`src/sv/four_pole_ladder_lowpass_top_defines.svh`:
```
// Assertion macros for the ladder filter. Both expect clk and rst_n in scope.
`ifndef FOUR_POLE_LADDER_LOWPASS_TOP_DEFINES_SVH
`define FOUR_POLE_LADDER_LOWPASS_TOP_DEFINES_SVH

// Same-cycle implication, checked out of reset only
`define FPLL_ASSERT_IMP(name, ante, cons, msg) \
  name: assert property (@(posedge clk) disable iff (!rst_n) (ante) |-> (cons)) \
    else $error(msg);

// Next-cycle implication, checked out of reset only
`define FPLL_ASSERT_NXT(name, ante, cons, msg) \
  name: assert property (@(posedge clk) disable iff (!rst_n) (ante) |=> (cons)) \
    else $error(msg);

`endif

```
`src/sv/fpll_pkg.sv`:
```
package fpll_pkg;

  // Default parameter values for the top level
  localparam int SAMPLE_WIDTH_DEF = 24;
  localparam int STATE_WIDTH_DEF  = 32;
  localparam int CUTOFF_MAX_DEF   = 8140;

  // Fixed field widths
  localparam int CUT_W = 13;
  localparam int RES_W = 18;

  // Coefficient width: Q1.15 plus headroom for the pole and resonance ranges
  localparam int CW = 17;
  localparam int UW = 16;

  // Serial divider and multiplier sizes
  localparam int NUMW      = 28;
  localparam int DENW      = 14;
  localparam int DIV_CNT_W = $clog2(NUMW);
  localparam int MUL_CNT_W = $clog2(CW);

  // Ladder depth
  localparam int NSTAGE = 4;
  localparam int STG_W  = $clog2(NSTAGE);

  // Resonance limit (4.0 in Q4.13) and the high-cutoff knee
  localparam logic [RES_W-1:0] RES_MAX    = RES_W'(32768);
  localparam logic [CUT_W-1:0] KNEE       = CUT_W'(3800);
  localparam int               KNEE_SHIFT = 13;
  localparam logic [NUMW-1:0]  KNEE_RND   = NUMW'(4300);
  localparam logic [DENW-1:0]  KNEE_DIV   = DENW'(8600);

  // Cutoff to pole: u = round(f * 2^15 / 7100)
  localparam int               U_SHIFT = 15;
  localparam logic [NUMW-1:0]  U_RND   = NUMW'(3550);
  localparam logic [DENW-1:0]  U_DIV   = DENW'(7100);

  // Stage gain: pt1 = round(u * 10 / 13)
  localparam logic [NUMW-1:0]  G_RND = NUMW'(6);
  localparam logic [DENW-1:0]  G_DIV = DENW'(13);

  // Pole bias (1.0 in Q1.15) and the 0.3 input tap
  localparam logic [CW-1:0] PT_BIAS = CW'(32768);
  localparam logic [CW-1:0] COEF_03 = CW'(9830);

  // Product scaling
  localparam int FB_SHIFT = 13;
  localparam int ST_SHIFT = 15;

  // Status of a serial arithmetic unit
  typedef struct packed {
    logic busy;
    logic done;
  } unit_st_t;

endpackage

```
`src/sv/fpll_sdiv.sv`:
```
// Restoring divider, one quotient bit per cycle. The numerator register
// shifts out its top bit and takes the new quotient bit at the bottom.
module fpll_sdiv import fpll_pkg::*; (
  input  logic            clk,
  input  logic            rst_n,
  input  logic            start,
  input  logic [NUMW-1:0] num,
  input  logic [DENW-1:0] den,
  output unit_st_t        st,
  output logic [NUMW-1:0] quo
);

  logic [NUMW-1:0]      num_r, num_nxt;
  logic [DENW-1:0]      rem_r, rem_nxt;
  logic [DENW-1:0]      den_r, den_nxt;
  logic [DIV_CNT_W-1:0] cnt_r, cnt_nxt;
  logic                 busy_r, busy_nxt;
  logic                 done_r, done_nxt;

  logic [DENW:0] trial;
  logic [DENW:0] diff;
  logic          ge;

  // Trial subtract of the divisor from the partial remainder
  assign trial = {rem_r, num_r[NUMW-1]};
  assign diff  = trial - {1'b0, den_r};
  assign ge    = (trial >= {1'b0, den_r});

  // Load on start, then one step per cycle
  always_comb begin
    num_nxt  = num_r;
    rem_nxt  = rem_r;
    den_nxt  = den_r;
    cnt_nxt  = cnt_r;
    busy_nxt = busy_r;
    done_nxt = 1'b0;
    if (start) begin
      num_nxt  = num;
      rem_nxt  = '0;
      den_nxt  = den;
      cnt_nxt  = DIV_CNT_W'(NUMW - 1);
      busy_nxt = 1'b1;
    end else if (busy_r) begin
      num_nxt = {num_r[NUMW-2:0], ge};
      rem_nxt = ge ? diff[DENW-1:0] : trial[DENW-1:0];
      if (cnt_r == '0) begin
        busy_nxt = 1'b0;
        done_nxt = 1'b1;
      end else begin
        cnt_nxt = cnt_r - 1'b1;
      end
    end
  end

  always_ff @(posedge clk) begin
    if (!rst_n) begin
      busy_r <= 1'b0;
      done_r <= 1'b0;
      cnt_r  <= '0;
    end else begin
      busy_r <= busy_nxt;
      done_r <= done_nxt;
      cnt_r  <= cnt_nxt;
    end
    num_r <= num_nxt;
    rem_r <= rem_nxt;
    den_r <= den_nxt;
  end

  assign st.busy = busy_r;
  assign st.done = done_r;
  assign quo     = num_r;

endmodule

```
`src/sv/fpll_smul.sv`:
```
// Signed shift-add multiplier, one coefficient bit per cycle, LSB first.
// The low half of the product register starts as the coefficient and
// fills with product bits as the coefficient bits are consumed.
module fpll_smul import fpll_pkg::*; #(
  parameter int MCAND_W = STATE_WIDTH_DEF
) (
  input  logic                      clk,
  input  logic                      rst_n,
  input  logic                      start,
  input  logic signed [CW-1:0]      coef,
  input  logic signed [MCAND_W-1:0] mcand,
  output unit_st_t                  st,
  output logic signed [MCAND_W+CW:0] prod
);

  logic signed [MCAND_W:0]   hi_r, hi_nxt;
  logic [CW-1:0]             lo_r, lo_nxt;
  logic signed [MCAND_W-1:0] m_r, m_nxt;
  logic [MUL_CNT_W-1:0]      cnt_r, cnt_nxt;
  logic                      busy_r, busy_nxt;
  logic                      done_r, done_nxt;

  logic signed [MCAND_W+1:0] m_ext;
  logic signed [MCAND_W+1:0] hi_ext;
  logic signed [MCAND_W+1:0] addend;
  logic signed [MCAND_W+1:0] sum;

  // Add or, for the sign bit of the coefficient, subtract the multiplicand
  assign m_ext  = {{2{m_r[MCAND_W-1]}}, m_r};
  assign hi_ext = {hi_r[MCAND_W], hi_r};
  assign addend = !lo_r[0] ? '0 : ((cnt_r == '0) ? -m_ext : m_ext);
  assign sum    = hi_ext + addend;

  // Load on start, then accumulate and shift right once per cycle
  always_comb begin
    hi_nxt   = hi_r;
    lo_nxt   = lo_r;
    m_nxt    = m_r;
    cnt_nxt  = cnt_r;
    busy_nxt = busy_r;
    done_nxt = 1'b0;
    if (start) begin
      hi_nxt   = '0;
      lo_nxt   = coef;
      m_nxt    = mcand;
      cnt_nxt  = MUL_CNT_W'(CW - 1);
      busy_nxt = 1'b1;
    end else if (busy_r) begin
      hi_nxt = sum[MCAND_W+1:1];
      lo_nxt = {sum[0], lo_r[CW-1:1]};
      if (cnt_r == '0) begin
        busy_nxt = 1'b0;
        done_nxt = 1'b1;
      end else begin
        cnt_nxt = cnt_r - 1'b1;
      end
    end
  end

  always_ff @(posedge clk) begin
    if (!rst_n) begin
      busy_r <= 1'b0;
      done_r <= 1'b0;
      cnt_r  <= '0;
    end else begin
      busy_r <= busy_nxt;
      done_r <= done_nxt;
      cnt_r  <= cnt_nxt;
    end
    hi_r <= hi_nxt;
    lo_r <= lo_nxt;
    m_r  <= m_nxt;
  end

  assign st.busy = busy_r;
  assign st.done = done_r;
  assign prod    = {hi_r, lo_r};

endmodule

```
`src/sv/four_pole_ladder_lowpass_top.sv`:
```
// Channel  Direction  Handshake           Word
// in_      input      in_valid/in_stall   in_sample_in, in_cutoff, in_resonance
// out_     output     out_valid/out_stall out_filtered_out
//
// Each word runs three 28-step divisions in the bit-serial divider and
// thirteen 17-step products in the bit-serial multiplier, one after the
// other, plus accept and output.
// rst_n (synchronous) clears the sequencer, the output valid flag and all
// four stages' input and output history.
// A finished word waits in the output register under out_stall; the next input
// word is taken meanwhile and only its final write waits for the register.
`include "four_pole_ladder_lowpass_top_defines.svh"

module four_pole_ladder_lowpass_top import fpll_pkg::*; #(
  parameter int SAMPLE_WIDTH = SAMPLE_WIDTH_DEF,
  parameter int STATE_WIDTH  = STATE_WIDTH_DEF,
  parameter int CUTOFF_MAX   = CUTOFF_MAX_DEF
) (
  input  logic                           clk,
  input  logic                           rst_n,
  input  logic                           in_valid,
  output logic                           in_stall,
  input  logic signed [SAMPLE_WIDTH-1:0] in_sample_in,
  input  logic [CUT_W-1:0]               in_cutoff,
  input  logic signed [RES_W-1:0]        in_resonance,
  output logic                           out_valid,
  input  logic                           out_stall,
  output logic signed [SAMPLE_WIDTH-1:0] out_filtered_out
);

  localparam int SW = STATE_WIDTH;
  localparam int XW = SAMPLE_WIDTH;
  localparam int MW = (SW > XW) ? SW : XW;
  localparam int RW = MW + 6;
  localparam int PW = SW + CW + 1;
  localparam logic [STG_W-1:0] STG_LAST = STG_W'(NSTAGE - 1);

  typedef enum logic [3:0] {
    S_IDLE,
    S_KDIV,
    S_UDIV,
    S_GDIV,
    S_FB,
    S_M1,
    S_M2,
    S_M3,
    S_OUT
  } state_t;

  // Round to nearest (ties up) and scale a product back to the state format
  function automatic logic signed [RW-1:0] rnd_sh(input logic signed [PW-1:0] p,
                                                   input logic fb);
    logic signed [PW:0] pe;
    logic signed [PW:0] sh;
    pe = {p[PW-1], p};
    if (fb) begin
      sh = (pe + (PW+1)'(1 << (FB_SHIFT - 1))) >>> FB_SHIFT;
    end else begin
      sh = (pe + (PW+1)'(1 << (ST_SHIFT - 1))) >>> ST_SHIFT;
    end
    return sh[RW-1:0];
  endfunction

  // Saturate to the state width
  function automatic logic signed [SW-1:0] sat_st(input logic signed [RW-1:0] v);
    logic [RW-SW:0] top_bits;
    top_bits = v[RW-1:SW-1];
    if ((&top_bits) || !(|top_bits)) begin
      return v[SW-1:0];
    end else if (v[RW-1]) begin
      return {1'b1, {(SW-1){1'b0}}};
    end else begin
      return {1'b0, {(SW-1){1'b1}}};
    end
  endfunction

  // Saturate to the sample width
  function automatic logic signed [XW-1:0] sat_smp(input logic signed [RW-1:0] v);
    logic [RW-XW:0] top_bits;
    top_bits = v[RW-1:XW-1];
    if ((&top_bits) || !(|top_bits)) begin
      return v[XW-1:0];
    end else if (v[RW-1]) begin
      return {1'b1, {(XW-1){1'b0}}};
    end else begin
      return {1'b0, {(XW-1){1'b1}}};
    end
  endfunction

  state_t state_r, state_nxt;
  logic   start_r, start_nxt;
  logic   out_valid_r, out_valid_nxt;
  logic [STG_W-1:0] stg_r, stg_nxt;

  logic signed [XW-1:0] x_r, x_nxt;
  logic [CUT_W-1:0]     f_r, f_nxt;
  logic signed [CW-1:0] k_r, k_nxt;
  logic [UW-1:0]        u_r, u_nxt;
  logic signed [CW-1:0] pt1_r, pt1_nxt;
  logic signed [SW-1:0] drive_r, drive_nxt;
  logic signed [SW-1:0] sum_r, sum_nxt;
  logic signed [RW-1:0] t_r, t_nxt;
  logic signed [XW-1:0] out_data_r, out_data_nxt;

  // Stage history; index 0 is always the stage being worked on
  logic signed [SW-1:0] sd_r [NSTAGE];
  logic signed [SW-1:0] sd_nxt [NSTAGE];
  logic signed [SW-1:0] so_r [NSTAGE];
  logic signed [SW-1:0] so_nxt [NSTAGE];

  unit_st_t             div_st;
  unit_st_t             mul_st;
  logic                 div_start;
  logic                 mul_start;
  logic [NUMW-1:0]      div_num;
  logic [DENW-1:0]      div_den;
  logic [NUMW-1:0]      quo;
  logic signed [CW-1:0] mul_coef;
  logic signed [SW-1:0] mul_mcand;
  logic signed [PW-1:0] prod;

  logic [NUMW-1:0]      knee_num;
  logic [NUMW-1:0]      u_num;
  logic [NUMW-1:0]      g_num;
  logic signed [CW-1:0] pt_w;
  logic signed [RW-1:0] r_fb;
  logic signed [RW-1:0] r_st;
  logic signed [SW-1:0] drive_fb;
  logic signed [SW-1:0] sum_st;
  logic signed [SW-1:0] y_st;
  logic signed [CW-1:0] k_clamp;
  logic [CUT_W-1:0]     f_clamp;

  // Clamp the incoming cutoff and resonance
  assign f_clamp = (in_cutoff > CUT_W'(CUTOFF_MAX)) ? CUT_W'(CUTOFF_MAX) : in_cutoff;
  assign k_clamp = in_resonance[RES_W-1] ? '0 :
                   ((in_resonance > RES_MAX) ? CW'(RES_MAX) : in_resonance[CW-1:0]);

  // Divider numerators: knee correction, pole and gain (10u as 8u + 2u)
  assign knee_num = (f_r > KNEE) ? NUMW'({f_r - KNEE, {KNEE_SHIFT{1'b0}}}) + KNEE_RND
                                 : '0;
  assign u_num    = NUMW'({f_r, {U_SHIFT{1'b0}}}) + U_RND;
  assign g_num    = NUMW'({u_r, 3'b000}) + NUMW'({u_r, 1'b0}) + G_RND;
  assign pt_w     = $signed({1'b0, u_r}) - $signed(PT_BIAS);

  // Scaled products and the saturated results built from them
  assign r_fb     = rnd_sh(prod, 1'b1);
  assign r_st     = rnd_sh(prod, 1'b0);
  assign drive_fb = sat_st({{(RW-XW){x_r[XW-1]}}, x_r} - r_fb);
  assign sum_st   = sat_st({{(RW-SW){drive_r[SW-1]}}, drive_r} + r_st);
  assign y_st     = sat_st(t_r - r_st);

  // Start only the unit that the current step uses
  assign div_start = start_r && (state_r inside {S_KDIV, S_UDIV, S_GDIV});
  assign mul_start = start_r && (state_r inside {S_FB, S_M1, S_M2, S_M3});

  // Route operands to the divider
  always_comb begin
    unique case (state_r)
      S_KDIV: begin
        div_num = knee_num;
        div_den = KNEE_DIV;
      end
      S_UDIV: begin
        div_num = u_num;
        div_den = U_DIV;
      end
      S_GDIV: begin
        div_num = g_num;
        div_den = G_DIV;
      end
      default: begin
        div_num = '0;
        div_den = G_DIV;
      end
    endcase
  end

  // Route operands to the multiplier
  always_comb begin
    unique case (state_r)
      S_FB: begin
        mul_coef  = k_r;
        mul_mcand = so_r[NSTAGE-1];
      end
      S_M1: begin
        mul_coef  = COEF_03;
        mul_mcand = sd_r[0];
      end
      S_M2: begin
        mul_coef  = pt1_r;
        mul_mcand = sum_r;
      end
      S_M3: begin
        mul_coef  = pt_w;
        mul_mcand = so_r[0];
      end
      default: begin
        mul_coef  = '0;
        mul_mcand = '0;
      end
    endcase
  end

  fpll_sdiv u_div (
    .clk   (clk),
    .rst_n (rst_n),
    .start (div_start),
    .num   (div_num),
    .den   (div_den),
    .st    (div_st),
    .quo   (quo)
  );

  fpll_smul #(
    .MCAND_W (SW)
  ) u_mul (
    .clk   (clk),
    .rst_n (rst_n),
    .start (mul_start),
    .coef  (mul_coef),
    .mcand (mul_mcand),
    .st    (mul_st),
    .prod  (prod)
  );

  // Sequencer: coefficients, feedback, then four stages of three products
  always_comb begin
    state_nxt     = state_r;
    start_nxt     = 1'b0;
    out_valid_nxt = out_valid_r;
    stg_nxt       = stg_r;
    x_nxt         = x_r;
    f_nxt         = f_r;
    k_nxt         = k_r;
    u_nxt         = u_r;
    pt1_nxt       = pt1_r;
    drive_nxt     = drive_r;
    sum_nxt       = sum_r;
    t_nxt         = t_r;
    out_data_nxt  = out_data_r;
    sd_nxt        = sd_r;
    so_nxt        = so_r;

    // Drop the output word once taken
    if (out_valid_r && !out_stall) begin
      out_valid_nxt = 1'b0;
    end

    unique case (state_r)
      S_IDLE: begin
        if (in_valid) begin
          x_nxt     = in_sample_in;
          f_nxt     = f_clamp;
          k_nxt     = k_clamp;
          state_nxt = S_KDIV;
          start_nxt = 1'b1;
        end
      end
      S_KDIV: begin
        if (div_st.done) begin
          k_nxt     = k_r - quo[CW-1:0];
          state_nxt = S_UDIV;
          start_nxt = 1'b1;
        end
      end
      S_UDIV: begin
        if (div_st.done) begin
          u_nxt     = quo[UW-1:0];
          state_nxt = S_GDIV;
          start_nxt = 1'b1;
        end
      end
      S_GDIV: begin
        if (div_st.done) begin
          pt1_nxt   = quo[CW-1:0];
          state_nxt = S_FB;
          start_nxt = 1'b1;
        end
      end
      S_FB: begin
        if (mul_st.done) begin
          drive_nxt = drive_fb;
          stg_nxt   = '0;
          state_nxt = S_M1;
          start_nxt = 1'b1;
        end
      end
      S_M1: begin
        if (mul_st.done) begin
          sum_nxt   = sum_st;
          state_nxt = S_M2;
          start_nxt = 1'b1;
        end
      end
      S_M2: begin
        if (mul_st.done) begin
          t_nxt     = r_st;
          state_nxt = S_M3;
          start_nxt = 1'b1;
        end
      end
      S_M3: begin
        if (mul_st.done) begin
          // Advance the history ring; the finished stage goes to the back
          for (int j = 0; j < NSTAGE - 1; j++) begin
            sd_nxt[j] = sd_r[j+1];
            so_nxt[j] = so_r[j+1];
          end
          sd_nxt[NSTAGE-1] = drive_r;
          so_nxt[NSTAGE-1] = y_st;
          drive_nxt        = y_st;
          if (stg_r == STG_LAST) begin
            state_nxt = S_OUT;
          end else begin
            stg_nxt   = stg_r + 1'b1;
            state_nxt = S_M1;
            start_nxt = 1'b1;
          end
        end
      end
      S_OUT: begin
        // Hold until the output register is free
        if (!out_valid_r || !out_stall) begin
          out_valid_nxt = 1'b1;
          out_data_nxt  = sat_smp({{(RW-SW){so_r[NSTAGE-1][SW-1]}}, so_r[NSTAGE-1]});
          state_nxt     = S_IDLE;
        end
      end
      default: begin
        state_nxt = S_IDLE;
      end
    endcase
  end

  always_ff @(posedge clk) begin
    if (!rst_n) begin
      state_r     <= S_IDLE;
      start_r     <= 1'b0;
      out_valid_r <= 1'b0;
      stg_r       <= '0;
      for (int j = 0; j < NSTAGE; j++) begin
        sd_r[j] <= '0;
        so_r[j] <= '0;
      end
    end else begin
      state_r     <= state_nxt;
      start_r     <= start_nxt;
      out_valid_r <= out_valid_nxt;
      stg_r       <= stg_nxt;
      sd_r        <= sd_nxt;
      so_r        <= so_nxt;
    end
    x_r        <= x_nxt;
    f_r        <= f_nxt;
    k_r        <= k_nxt;
    u_r        <= u_nxt;
    pt1_r      <= pt1_nxt;
    drive_r    <= drive_nxt;
    sum_r      <= sum_nxt;
    t_r        <= t_nxt;
    out_data_r <= out_data_nxt;
  end

  assign in_stall         = (state_r != S_IDLE);
  assign out_valid        = out_valid_r;
  assign out_filtered_out = out_data_r;

  `FPLL_ASSERT_IMP(a_units_exclusive, div_st.busy, !mul_st.busy, "divider and multiplier both busy")
  `FPLL_ASSERT_IMP(a_start_idle, start_r, !div_st.busy && !mul_st.busy, "unit started while busy")
  `FPLL_ASSERT_IMP(a_out_after_last, state_r == S_OUT, stg_r == STG_LAST, "output before last stage")
  `FPLL_ASSERT_NXT(a_out_write_src, (state_r != S_OUT) && !out_valid_r, !out_valid_r, "output set outside final step")
  `FPLL_ASSERT_NXT(a_accept_starts, in_valid && !in_stall, start_r && (state_r == S_KDIV), "accepted word did not start")

endmodule
```
`config.mk`:
```
export PLATFORM = sky130hd
export DESIGN_NAME = four_pole_ladder_lowpass_top
export DESIGN_NICKNAME = d
export VERILOG_FILES = /design/src/sv/fpll_pkg.sv /design/src/sv/fpll_sdiv.sv /design/src/sv/fpll_smul.sv /design/src/sv/four_pole_ladder_lowpass_top.sv
export VERILOG_INCLUDE_DIRS = /design/src /design/src/sv
export SDC_FILE = /design/constraint.sdc
export NUM_CORES = 2
export LEC_CHECK = 0
export ABC_CLOCK_PERIOD_IN_PS = 7350
export BUFFER_PORTS_ARGS = -buffer_cell sky130_fd_sc_hd__buf_2
export CORE_ASPECT_RATIO = 0.75
export CORE_MARGIN = 2
export CORE_UTILIZATION = 54
export DETAILED_ROUTE_END_ITERATION = 10
export PLACE_DENSITY = 0.74
export SYNTH_ARGS = -nofsm -noshare
export SYNTH_HDL_FRONTEND = slang
export SYNTH_SLANG_ARGS = --single-unit
```
`constraint.sdc`:
```
create_clock -name clk -period 7.35 [get_ports clk]
set_input_delay 0.3675 -clock clk [delete_from_list [all_inputs] [get_ports clk]]
set_output_delay 0.3675 -clock clk [all_outputs]
set_load 0.01 [all_outputs]
```
==> impl_metrics.env <==
export IMPL_synth_top_cell_area_share_pct=24.7
export IMPL_first_iter_violations=3210
export IMPL_arrival_ns=7.21
export IMPL_syn2layout_area_growth_pct=9.95
export IMPL_holdBufCountCts=33
export IMPL_synthesis_nets=4207
export IMPL_cts_made_buffers=61
export IMPL_total_power_mw=10.4
export IMPL_fmax_mhz=148
export IMPL_dp_slack_ns=1.09
export IMPL_synthFlopType="dfxtp_1"
export IMPL_final_cell_mix="722 x nand2_1, 325 x dfxtp_1, 293 x edfxtp_1"
export IMPL_grt_pass1_vias=26300
export IMPL_synth_area_mux_share_pct=0.734
export IMPL_worst_slack_ns=0.596
export IMPL_final_setup_viol_count=0
export IMPL_relSlewSlack_pct=26.5
export IMPL_hold_start="in_resonance[2]"
export IMPL_wl_mm=102
export IMPL_hold_ws_ns=0.0382
export IMPL_worstHoldEndpoint="k_r[2]$_DFFE_PP_"
export IMPL_cts_tree="yes"
export IMPL_worstSetupPathType="flop to flop"
export IMPL_rrSetupSlack_ns=0.60
export IMPL_final_net_count=4209
export IMPL_cp_end_kind="flop"
export IMPL_synth_area_leaders="edfxtp_1 25%, dfxtp_1 18%, nand2_1 7.6%, ha_1 6.4%, a21boi_0 5.5%"
export IMPL_crit_path_start_kind="flop"
export IMPL_rsz0062_at_grt="false"
export IMPL_p_per_area_nw_per_um2=265
export IMPL_layout_commonest_cell="nand2_1"
export IMPL_synth_cell_types=93
export IMPL_drv_slew=0
export IMPL_design_area_sq_um=39100
export IMPL_yosys_register_bits=618
export IMPL_synth_simple_area_share_pct=17.4
export IMPL_ant_nets=0
export IMPL_cap_violations=0
export IMPL_num_rows=81
export IMPL_synthAdderAreaFrac_pct=6.88
export IMPL_worst_slew_pin_slew_ns=1.10
export IMPL_grt_remaining_overflow=0
export IMPL_cts_buffer_depth=3
export IMPL_multiInputGateArea_sq_um=19000
export IMPL_ff_latch_area_sq_um=15300
export IMPL_fillers=5638
export IMPL_synth_seq_area_share_pct=43.0
export IMPL_r2r_start="u_mul.hi_r[2]$_SDFFE_PP0P_"
export IMPL_wl_per_cell_um=20.8
export IMPL_grt_start_max_net_pins=222
export IMPL_dr_pass1_iters=6
export IMPL_p_leak_nw=15.2
export IMPL_syn_inst=3960
export IMPL_io_pins=85
export IMPL_hold_viol_final=0
export IMPL_cts_resized=0
export IMPL_place_gp_congestion=0.985
export IMPL_cp_startpoint="u_mul.hi_r[2]$_SDFFE_PP0P_"
export IMPL_route_detailed_drc=0
export IMPL_ir_worst_vdd_mv=0.266
export IMPL_drive_above_1_share_pct=7.37
export IMPL_cts_root_buffer="clkbuf_16"
export IMPL_synth_area_leader_cell="edfxtp_1"
export IMPL_dieArea_sq_um=68000
export IMPL_worst_hold_path_type="input pin to flop"
export IMPL_skew_ns=0.0291
export IMPL_placed_cell_area_sq_um=36700
export IMPL_syn_area_per_cell_sq_um=8.99
export IMPL_grtUsageTotal_pct=29.2
export IMPL_fin_crit_ns=6.75
export IMPL_num_vias=29400
export IMPL_yosys_warnings=0
export IMPL_io_buffers=84
export IMPL_layout_cells_non_filler=4886
export IMPL_status="complete, no violations"
export IMPL_synth_edf_count=293
export IMPL_crit_required_ns=7.81
export IMPL_start_util_pct=54.6
export IMPL_crit_path_max_fanout=26
export IMPL_dp_hpwl_mm=73.5
export IMPL_synth_top_family_by_area="compound AO/OA/AOI/OAI gates"
export IMPL_antenna_found_initial=4
export IMPL_synthXorXnorAreaFrac_pct=6.30
export IMPL_setup_tns_ns=0
export IMPL_min_period_over_period_pct=91.9
export IMPL_whs_path_depth=3
export IMPL_synth_compound_area_share_pct=21.7
export IMPL_post_place_cells=4737
export IMPL_postCtsSetupBuffers=0
export IMPL_die_height_um=226
export IMPL_viasPerCell=6.02
export IMPL_grt_pass1_wl_mm=154
export IMPL_r2r_cells=19
export IMPL_reg2reg_to="drive_r[26]$_DFFE_PP_"
export IMPL_core_area_sq_um=65200
export IMPL_async_flop_share_pct=0
export IMPL_clock_latency_ns=0.66
export IMPL_clk_pin_slew_worst_paths_ns=0.07
export IMPL_cts_sinks=618
export IMPL_die_w_um=300
export IMPL_syn_area_sq_um=35600
export IMPL_n_antenna_cell=0
export IMPL_utilization_pct=60.1
export IMPL_htree_levels=2
[flip-flops by register name, summed over array words and instances (netlist names), 24 cells and up]
register and cells:
drive_r 32, out_filtered_out 24, sd_r 128, so_r 128, sum_r 32, t_r 36, u_div.quo 28, u_mul.hi_r 33
u_mul.m_r 32, x_r 24
[metal layers]
metal | global-route usage (%) | up-vias | wire length (um)
met1 | 45.7 | 13900 | 48400
met5 | 0 | - | 0
met3 | 10.8 | 92 | 13700
met4 | 5.06 | 0 | 1320
met2 | 37.8 | 1292 | 38200
li1 | - | 14100 | -
[how the worst max path moves through the flow]
stage	slack, ns	cells after the start	end
final	0.60	19	drive_r[26]$_DFFE_PP_
after global routing	0.37	19	drive_r[16]$_DFFE_PP_
after CTS	1.01	19	drive_r[26]$_DFFE_PP_
after detailed placement	1.09	19	drive_r[26]$_DFFE_PP_
after global placement	1.24	20	drive_r[4]$_DFFE_PP_
after floorplan	2.21	25	drive_r[25]$_DFFE_PP_
[where the power goes]
part / internal, mW / total, mW / switching [mW] / leakage (nW)
clock: 1.91 / 3.33 / 1.42 / 1.05
combinational: 1.06 / 2.87 / 1.81 / 8.71
sequential: 3.96 / 4.19 / 0.225 / 5.39
total: 6.93 / 10.4 / 3.46 / 15.2
[synthesized netlist by cell type, drive strengths merged, types with 31 or more instances]
library cell  instances
o21a                 31
nand4                38
and3                 32
inv                 137
xnor2               140
clkbuf              193
nand3                60
dfxtp               325
nor2                231
nand2b               37
a21oi               250
ha                  183
a211oi               50
nor2b                40
nor3                 50
a22oi                65
nand2               723
edfxtp              293
and2                 51
xor2                 98
a21o                125
a21boi              261
o21ai               170
[worst max-delay path: stages (launching register included)]
cell and delay, ns:
dfxtp_1 0.50, nand4_2 0.30, or2_2 0.42, nor3_1 0.58
nand4_1 0.30, nor3_1 0.26, nand2_1 0.10, xor2_1 0.16
ha_1 0.38, a21o_1 0.21, a211o_1 0.30, a2111oi_0 0.59
a21oi_1 0.15, o21a_1 0.14, xor2_1 0.17, nand3_1 0.18
nor4_1 0.70, mux2_2 0.69, a21oi_1 0.13, a211oi_1 0.28
[final cells by class]
class,count,area share [%]
Clock buffer,80,4.32
Clock inverter,36,1.10
Inverter,139,1.33
Multi-Input combinational cell,2982,48.5
Sequential cell,618,39.1
Tap cell,871,2.78
Timing Repair Buffer,160,2.82
[cell families (layout without fill, tap and decap cells)]
kind of cell,after synthesis,count (layout)
flip-flops,618,618
adder cells (fa/ha/maj),194,194
buffers and inverters,360,415
XOR/XNOR,245,245
AND/OR/NAND/NOR,1374,1374
AO/OA/AOI/OAI,1143,1143
multiplexers,26,26
(Power assumes the default switching activity.)
